`src/rtl/core/bpsf_pkg.sv`:
```
// Shared types and constants for the bitmap pixel stream filter.
package bpsf_pkg;

  localparam int WIDTH_W     = 13;
  localparam int CFG_DATA_W  = 13;
  localparam int CFG_INDEX_W = 2;
  localparam int CMD_DEPTH   = 4;

  localparam logic [CFG_INDEX_W-1:0] REG_WIDTH_PIXELS = 2'd0;
  localparam logic [CFG_INDEX_W-1:0] REG_PIXEL_BYTES  = 2'd1;
  localparam logic [CFG_INDEX_W-1:0] REG_FILTER_MODE  = 2'd2;

  localparam logic [WIDTH_W-1:0] WIDTH_RESET       = 13'd1;
  localparam logic [2:0]         PIXEL_BYTES_RESET = 3'd3;
  localparam logic [2:0]         PIXEL_BYTES_BGRA  = 3'd4;

  localparam logic [1:0] CH_BLUE  = 2'd0;
  localparam logic [1:0] CH_GREEN = 2'd1;
  localparam logic [1:0] CH_RED   = 2'd2;
  localparam logic [1:0] CH_ALPHA = 2'd3;

  // floor(s / 3) equals (s * 683) >> 11 for every s up to 765.
  localparam logic [10:0] DIV3_MUL   = 11'd683;
  localparam int          DIV3_SHIFT = 11;

  typedef enum logic {
    CMD_PAD,
    CMD_PIXEL
  } cmd_kind_t;

  typedef enum logic [1:0] {
    MODE_GRAY   = 2'd0,
    MODE_ROTATE = 2'd1,
    MODE_INVERT = 2'd2,
    MODE_PASS   = 2'd3
  } filter_mode_t;

  typedef struct packed {
    cmd_kind_t    kind;
    filter_mode_t mode;
    logic         has_alpha;
    logic [7:0]   blue;
    logic [7:0]   green;
    logic [7:0]   red;
    logic [7:0]   alpha;
    logic [9:0]   sum;
  } cmd_t;

endpackage

```
`src/rtl/core/bpsf_front.sv`:
```
// Front end: configuration registers, pixel gathering and row padding tracking.
module bpsf_front #(
  parameter int MAX_WIDTH = 4096
) (
  input  logic                             clk,
  input  logic                             rst,
  input  logic                             in_valid,
  input  logic [7:0]                       in_byte,
  input  logic                             cfg_we,
  input  logic [bpsf_pkg::CFG_INDEX_W-1:0] cfg_index,
  input  logic [bpsf_pkg::CFG_DATA_W-1:0]  cfg_data,
  output logic                             cmd_wr,
  output bpsf_pkg::cmd_t                   cmd
);
  import bpsf_pkg::*;

  localparam int WIDTH_MAX = (1 << WIDTH_W) - 1;
  localparam int EFF_MAX   = (MAX_WIDTH < WIDTH_MAX) ? MAX_WIDTH : WIDTH_MAX;
  localparam int COL_W     = (EFF_MAX < 2) ? 1 : $clog2(EFF_MAX + 1);
  localparam logic [WIDTH_W-1:0] WIDTH_CAP = WIDTH_W'(EFF_MAX);

  logic [WIDTH_W-1:0] width_pixels;
  logic [2:0]         pixel_bytes;
  filter_mode_t       filter_mode;

  logic [COL_W-1:0] column, column_next;
  logic [1:0]       chan, chan_next;
  logic [1:0]       pad_left, pad_left_next;
  logic [7:0]       held_blue, held_blue_next;
  logic [7:0]       held_green, held_green_next;
  logic [7:0]       held_red, held_red_next;

  logic [WIDTH_W-1:0] width_nz;
  logic [WIDTH_W-1:0] eff_width;
  logic [WIDTH_W-1:0] column_inc;
  logic               row_done;
  logic               bgra;
  logic               finish;

  assign width_nz   = (width_pixels == '0) ? WIDTH_W'(1) : width_pixels;
  assign eff_width  = (width_nz > WIDTH_CAP) ? WIDTH_CAP : width_nz;
  assign column_inc = WIDTH_W'(column) + WIDTH_W'(1);
  assign row_done   = column_inc >= eff_width;
  assign bgra       = pixel_bytes == PIXEL_BYTES_BGRA;

  always_comb begin
    column_next     = column;
    chan_next       = chan;
    pad_left_next   = pad_left;
    held_blue_next  = held_blue;
    held_green_next = held_green;
    held_red_next   = held_red;
    finish          = 1'b0;
    cmd_wr          = 1'b0;
    cmd.kind        = CMD_PIXEL;
    cmd.mode        = filter_mode;
    cmd.has_alpha   = 1'b0;
    cmd.blue        = held_blue;
    cmd.green       = held_green;
    cmd.red         = in_byte;
    cmd.alpha       = 8'd0;
    if (in_valid) begin
      if (pad_left != 2'd0) begin
        pad_left_next = pad_left - 2'd1;
        cmd_wr        = 1'b1;
        cmd.kind      = CMD_PAD;
        cmd.blue      = in_byte;
      end else begin
        case (chan)
          CH_BLUE: begin
            held_blue_next = in_byte;
            chan_next      = CH_GREEN;
          end
          CH_GREEN: begin
            held_green_next = in_byte;
            chan_next       = CH_RED;
          end
          CH_RED: begin
            held_red_next = in_byte;
            if (bgra) begin
              chan_next = CH_ALPHA;
            end else begin
              finish = 1'b1;
            end
          end
          default: begin
            // Alpha always completes a pixel, even if the byte count changed.
            finish        = 1'b1;
            cmd.has_alpha = 1'b1;
            cmd.red       = held_red;
            cmd.alpha     = in_byte;
          end
        endcase
      end
    end
    if (finish) begin
      cmd_wr    = 1'b1;
      chan_next = CH_BLUE;
      if (row_done) begin
        column_next = '0;
        // A BGR row of w pixels needs (w mod 4) padding bytes; BGRA rows need none.
        pad_left_next = bgra ? 2'd0 : eff_width[1:0];
      end else begin
        column_next = column_inc[COL_W-1:0];
      end
    end
    cmd.sum = 10'(cmd.blue) + 10'(cmd.green) + 10'(cmd.red);
  end

  always_ff @(posedge clk) begin
    if (rst) begin
      width_pixels <= WIDTH_RESET;
      pixel_bytes  <= PIXEL_BYTES_RESET;
      filter_mode  <= MODE_GRAY;
    end else if (cfg_we) begin
      case (cfg_index)
        REG_WIDTH_PIXELS: width_pixels <= cfg_data[WIDTH_W-1:0];
        REG_PIXEL_BYTES:  pixel_bytes  <= cfg_data[2:0];
        REG_FILTER_MODE:  filter_mode  <= filter_mode_t'(cfg_data[1:0]);
        default: ;
      endcase
    end
  end

  always_ff @(posedge clk) begin
    if (rst) begin
      column   <= '0;
      chan     <= CH_BLUE;
      pad_left <= 2'd0;
    end else begin
      column   <= column_next;
      chan     <= chan_next;
      pad_left <= pad_left_next;
    end
  end

  always_ff @(posedge clk) begin
    held_blue  <= held_blue_next;
    held_green <= held_green_next;
    held_red   <= held_red_next;
  end

endmodule

```
`src/rtl/core/bpsf_cmd_fifo.sv`:
```
// Short command queue between the front end and the output sequencer.
module bpsf_cmd_fifo (
  input  logic           clk,
  input  logic           rst,
  input  logic           wr,
  input  bpsf_pkg::cmd_t wr_data,
  output logic           full,
  input  logic           rd,
  output bpsf_pkg::cmd_t rd_data,
  output logic           valid
);
  import bpsf_pkg::*;

  localparam int PTR_W = $clog2(CMD_DEPTH);
  localparam int CNT_W = $clog2(CMD_DEPTH + 1);

  cmd_t             mem [CMD_DEPTH];
  logic [PTR_W-1:0] wr_ptr;
  logic [PTR_W-1:0] rd_ptr;
  logic [CNT_W-1:0] count;
  logic             do_wr;
  logic             do_rd;

  assign full    = count == CNT_W'(CMD_DEPTH);
  assign valid   = count != '0;
  assign do_wr   = wr && !full;
  assign do_rd   = rd && valid;
  assign rd_data = mem[rd_ptr];

  always_ff @(posedge clk) begin
    if (rst) begin
      wr_ptr <= '0;
      rd_ptr <= '0;
      count  <= '0;
    end else begin
      if (do_wr) begin
        wr_ptr <= wr_ptr + PTR_W'(1);
      end
      if (do_rd) begin
        rd_ptr <= rd_ptr + PTR_W'(1);
      end
      if (do_wr && !do_rd) begin
        count <= count + CNT_W'(1);
      end else if (do_rd && !do_wr) begin
        count <= count - CNT_W'(1);
      end
    end
  end

  always_ff @(posedge clk) begin
    if (do_wr) begin
      mem[wr_ptr] <= wr_data;
    end
  end

endmodule

```
`src/rtl/core/bpsf_back.sv`:
```
// Back end: applies the filter, sends each pixel out one byte at a time and passes padding bytes through.
module bpsf_back (
  input  logic           clk,
  input  logic           rst,
  input  logic           cmd_valid,
  input  bpsf_pkg::cmd_t cmd,
  output logic           cmd_rd,
  output logic           empty,
  input  logic           pop,
  output logic [7:0]     out_byte,
  output logic           last_of_run
);
  import bpsf_pkg::*;

  logic [1:0]  idx;
  logic        out_valid;
  logic        load;
  logic [20:0] prod;
  logic [7:0]  gray;
  logic [7:0]  top;
  logic [7:0]  new_blue;
  logic [7:0]  new_green;
  logic [7:0]  new_red;
  logic [7:0]  sel_byte;
  logic        sel_last;

  assign prod = 21'(cmd.sum) * 21'(DIV3_MUL);
  assign gray = prod[DIV3_SHIFT+7:DIV3_SHIFT];
  assign top  = (cmd.alpha != 8'd0) ? cmd.alpha : 8'hFF;

  always_comb begin
    new_blue  = cmd.blue;
    new_green = cmd.green;
    new_red   = cmd.red;
    case (cmd.mode)
      MODE_GRAY: begin
        new_blue  = gray;
        new_green = gray;
        new_red   = gray;
      end
      MODE_ROTATE: begin
        new_red   = cmd.green;
        new_green = cmd.blue;
        new_blue  = cmd.red;
      end
      MODE_INVERT: begin
        new_blue  = top - cmd.blue;
        new_green = top - cmd.green;
        new_red   = top - cmd.red;
      end
      default: ;
    endcase
  end

  always_comb begin
    sel_byte = cmd.alpha;
    sel_last = cmd.has_alpha ? (idx == CH_ALPHA) : (idx == CH_RED);
    if (cmd.kind == CMD_PAD) begin
      sel_byte = cmd.blue;
      sel_last = 1'b1;
    end else begin
      case (idx)
        CH_BLUE:  sel_byte = new_blue;
        CH_GREEN: sel_byte = new_green;
        CH_RED:   sel_byte = new_red;
        default:  sel_byte = cmd.alpha;
      endcase
    end
  end

  // The output register refills in the same cycle that its byte is taken, if a command is waiting.
  assign load   = cmd_valid && (!out_valid || pop);
  assign cmd_rd = load && sel_last;
  assign empty  = !out_valid;

  always_ff @(posedge clk) begin
    if (rst) begin
      out_valid <= 1'b0;
      idx       <= CH_BLUE;
    end else if (load) begin
      out_valid <= 1'b1;
      idx       <= sel_last ? CH_BLUE : idx + 2'd1;
    end else if (pop) begin
      out_valid <= 1'b0;
    end
  end

  always_ff @(posedge clk) begin
    if (load) begin
      out_byte    <= sel_byte;
      last_of_run <= sel_last;
    end
  end

endmodule

```
`src/rtl/core/bmp_pixel_stream_filter.sv`:
```
// Bitmap pixel stream filter: gathers BGR(A) bytes, filters pixels, passes row padding.
// The byte that completes a pixel, or a padding byte, is queued as a command, and its
// first result reaches the result ports through the output register. Throughput: one
// byte per cycle in while full is low, and out while pop is high and commands wait;
// full rises only when the four-entry command queue holds four commands.
// Reset (rst, synchronous): registers return to width 1, BGR, grayscale; queues empty.
module bmp_pixel_stream_filter #(
  parameter int MAX_WIDTH = 4096
) (
  input  logic                             clk,
  input  logic                             rst,
  input  logic                             push,
  output logic                             full,
  input  logic [7:0]                       in_byte,
  output logic                             empty,
  input  logic                             pop,
  output logic [7:0]                       out_byte,
  output logic                             last_of_run,
  input  logic                             cfg_we,
  input  logic [bpsf_pkg::CFG_INDEX_W-1:0] cfg_index,
  input  logic [bpsf_pkg::CFG_DATA_W-1:0]  cfg_data
);
  import bpsf_pkg::*;

  logic in_valid;
  logic cmd_wr;
  cmd_t cmd_in;
  logic cmd_full;
  logic cmd_rd;
  cmd_t cmd_head;
  logic cmd_valid;

  assign in_valid = push && !full;
  assign full     = cmd_full;

  bpsf_front #(
    .MAX_WIDTH(MAX_WIDTH)
  ) u_front (
    .clk      (clk),
    .rst      (rst),
    .in_valid (in_valid),
    .in_byte  (in_byte),
    .cfg_we   (cfg_we),
    .cfg_index(cfg_index),
    .cfg_data (cfg_data),
    .cmd_wr   (cmd_wr),
    .cmd      (cmd_in)
  );

  bpsf_cmd_fifo u_fifo (
    .clk    (clk),
    .rst    (rst),
    .wr     (cmd_wr),
    .wr_data(cmd_in),
    .full   (cmd_full),
    .rd     (cmd_rd),
    .rd_data(cmd_head),
    .valid  (cmd_valid)
  );

  bpsf_back u_back (
    .clk        (clk),
    .rst        (rst),
    .cmd_valid  (cmd_valid),
    .cmd        (cmd_head),
    .cmd_rd     (cmd_rd),
    .empty      (empty),
    .pop        (pop),
    .out_byte   (out_byte),
    .last_of_run(last_of_run)
  );

  // The front end only issues a command when the queue has room for it.
  a_no_write_when_full: assert property (@(posedge clk) disable iff (rst)
    cmd_wr |-> !cmd_full)
    else $error("command written into a full queue");

  // The sequencer only retires a command that is really queued.
  a_no_read_when_empty: assert property (@(posedge clk) disable iff (rst)
    cmd_rd |-> cmd_valid)
    else $error("command retired from an empty queue");

  a_empty_after_reset: assert property (@(posedge clk)
    $past(rst) |-> empty)
    else $error("result shown right after reset");

endmodule
```
`config.mk`:
```
export PLATFORM = sky130hd
export DESIGN_NAME = bmp_pixel_stream_filter
export DESIGN_NICKNAME = d
export VERILOG_FILES = /design/src/rtl/core/bpsf_pkg.sv /design/src/rtl/core/bpsf_front.sv /design/src/rtl/core/bpsf_cmd_fifo.sv /design/src/rtl/core/bpsf_back.sv /design/src/rtl/core/bmp_pixel_stream_filter.sv
export SDC_FILE = /design/constraint.sdc
export NUM_CORES = 1
export LEC_CHECK = 0
export ABC_AREA = 1
export BUFFER_PORTS_ARGS = -buffer_cell sky130_fd_sc_hd__buf_4
export CORE_MARGIN = 5
export CORE_UTILIZATION = 40
export CTS_CLUSTER_DIAMETER = 40
export DETAILED_ROUTE_END_ITERATION = 12
export PLACE_DENSITY = 0.56
export SYNTH_ARGS = -nofsm -noshare
export SYNTH_HDL_FRONTEND = slang
export SYNTH_SLANG_ARGS = --single-unit
export TNS_END_PERCENT = 1
```
`constraint.sdc`:
```
create_clock -name clk -period 6.9 [get_ports clk]
set_clock_uncertainty 0.05 [all_clocks]
set_input_delay 2.07 -clock clk [delete_from_list [all_inputs] [get_ports clk]]
set_output_delay 2.07 -clock clk [all_outputs]
set_load 0.01 [all_outputs]
```
==> summary.txt <==
Critical Path AT = 5.97 ns
Largest net degree at the start of global routing = 62
Nets = 1,850
Synth cell types = 56
RSZ-0062 raised after global routing = false
# fillers = 3,536
Crit share post-route = 83.36%
Footprint of the multi-input gates = 6709 um2
Fmax = 0.1739 GHz
Clk Tree Root Cell = clkbuf_16
Worst Path Max Fanout = 21
Initial DRC count = 731
Post-Synthesis Cells = 1,622
Post-CTS setup buffer count = 0
Routed wire length = 37,300 um
WHS Path Cells = 2
Max_cap viols = 0
Port Buffers = 38
Share of cells above drive strength 1 = 9.736%
Fin crit period = 5.752 ns
Vias = 11,160
Status = complete, no violations
Reg-to-Reg End = u_back.out_byte[7]
Mapped Nets = 1,800
Setup TNS = 0 ns
WL per Instance = 16.83 um
CTS buffer count = 41
Reg2reg path depth = 23
Total die area = 42,020 um2
Post-synthesis area per instance = 9.377 um2
Hold WS = 0.4083 ns
Detailed-router iteration count before antenna repair = 5
CTS max path bufs = 3
Diodes inserted = 0
First-pass GRT wire length = 59,820 um
R2R Setup Slk = 1.15 ns
DP HPWL = 27,120 um
Finish-stage setup viols = 0
GRT Util Overall = 18.08%
Sequential area share after synthesis = 49.03%
Routed Antenna Nets = 0
Reg clk slew, reported paths = 0.05 ns
Die X = 205.0 um
Final max-slew violation count = 0
Total gr overflow = 0
Row count = 71
Htree depth = 2
CTS-repair resized insts = 0
Hold worst-path end = u_front.pixel_bytes[2]
Clock sinks = 264
Ports = 39
Vias in the first global route = 11,110
Gp weighted congestion = 0.9043
Register Area = 7458 um2
Starting Density = 40.48%
Critical Path Start Type = register
Commonest cells after routing, fill and taps aside = 382 x nand2_1, 217 x edfxtp_1, 198 x inv_1
Vias per cell = 5.037
Commonest non-fill, non-tap cell in the layout = nand2_1
Critical Path Sink Type = register
Die height = 205.0 um
Kind of critical path = reg -> reg
Hold Fails Final Rpt = 0
CTS tree = built
FF+latch count, synth = 264
Core outline area = 37,580 um2
Clock Latency Late Sink = 0.55 ns
Post-CTS Hold Fix Bufs = 0
Synthesis-to-finish area growth = 14.39%
Antenna violations before repair = 0
Required time of the critical path = 7.12 ns
Rel. slew slack = 27.15%
Hold crit path type = reg -> reg
HP Start = u_front.pixel_bytes[2]
Number of remaining DRC errors = 0
Mapped Area = 15,210 um2
Warning count from the yosys run = 0
Measured slew at the worst slew-check pin = 1.089 ns
==> per-stage QoR <==
| step | cell area [um2] | std cells | util (%) | setup WS, ns |
|---|---|---|---|---|
| floorplan | 15210 | 1622 | - | 1.278 |
| global placement | 16000 | 2140 | 42.57 | 1.012 |
| detailed placement | 16000 | 2140 | 42.57 | 0.8664 |
| CTS | 17390 | 2216 | 46.29 | 1.120 |
| global route | 17400 | 2216 | 46.30 | 0.5867 |
| finish | 17400 | 2216 | 46.30 | 1.148 |
==> routing by layer <==
metal	routed length, um	track usage [%]
met1	17010	24.29
met2	17220	29.43
met3	1988	3.657
met4	1087	6.077
met5	0	0
==> sequential cells by signal, summed over array words and instances (netlist names), 3 cells and up, named ones only <==
name                  flops
u_back.out_byte           8
u_fifo.count              3
u_fifo.mem              184
u_front.column           13
u_front.held_blue         8
u_front.held_green        8
u_front.held_red          8
u_front.pixel_bytes       3
u_front.width_pixels     13
==> worst max-delay path, cell delays in order (launching register included) <==
cell      delay (ns)
dfxtp_2         0.45
buf_4           0.30
o21ai_0         0.13
o22ai_1         0.45
ha_1            0.34
inv_1           0.09
fa_1            0.41
fa_1            0.51
inv_1           0.05
fa_1            0.47
ha_1            0.31
ha_1            0.37
a21oi_1         0.22
nor2_1          0.07
nor2_1          0.17
inv_1           0.07
a211oi_1        0.27
nand3_1         0.11
nand3_1         0.22
nand2_1         0.08
nand2_1         0.06
nand2_1         0.06
o21ai_1         0.14
a21oi_1         0.08
==> worst max path at each step <==
stage,from,cells after the start,to
CTS,register,23,u_back.out_byte[7]
floorplan,register,30,u_back.out_byte[4]
finish,register,23,u_back.out_byte[7]
global placement,push,19,u_fifo.mem[0][8]
detailed placement,push,19,u_fifo.mem[0][7]
global route,register,24,u_back.out_byte[7]
==> synthesized netlist by cell type, drive strengths merged <==
library cell    n  share of area, %
nand2         386               9.7
edfxtp        217                43
inv           209               5.2
ha            123                10
nor2          123               3.2
a21oi         100               3.3
o21ai          99               3.3
nand3          93               3.1
dfxtp          47               6.2
buf            30               1.5
fa             27               3.6
xor2           19               1.1
o22ai          18              0.74
clkbuf         17              0.42
or2            15              0.62
a32o           14              0.92
nor3           13              0.43
a32oi           9              0.74
xnor2           8              0.46
a31oi           7              0.29
nand4           6              0.25
a21o            4              0.20
nor4            4              0.16
o21bai          4              0.20
a21boi          3              0.15
nand3b          3              0.15
o2111ai         3              0.17
o21a            3              0.15
o32ai           3              0.17
a211oi          2             0.099
a31o            2              0.12
o211ai          2             0.099
o221ai          2              0.12
a2111oi         1             0.099
a221oi          1             0.058
and2            1             0.041
clkinv          1             0.025
o22a            1             0.066
o31ai           1             0.049
or4             1             0.049
==> cell families after synthesis <==
logic type                 after synthesis  share of synthesized area (%)
xor gates and xnor gates                27                          1.555
AOI/OAI and AO/OA                      279                          11.05
buffers and inverters                  257                          7.091
DFF                                    264                          49.03
and+or+nand+nor                        645                          17.60
adders and majority gates              150                          13.67
==> area by class of cell <==
| type | instances | share of cell area, % |
|---|---|---|
| inverters | 210 | 4.531 |
| clock inverters | 25 | 1.676 |
| repair buffers | 54 | 2.330 |
| flip-flops and latches | 264 | 42.87 |
| multi-input cells | 1101 | 38.56 |
| clock buffers | 51 | 6.357 |
| well taps | 511 | 3.675 |
Power is left out: the tool's default activity adds up to more than one toggle a clock period on the data nets, which glitch-free logic cannot reach.
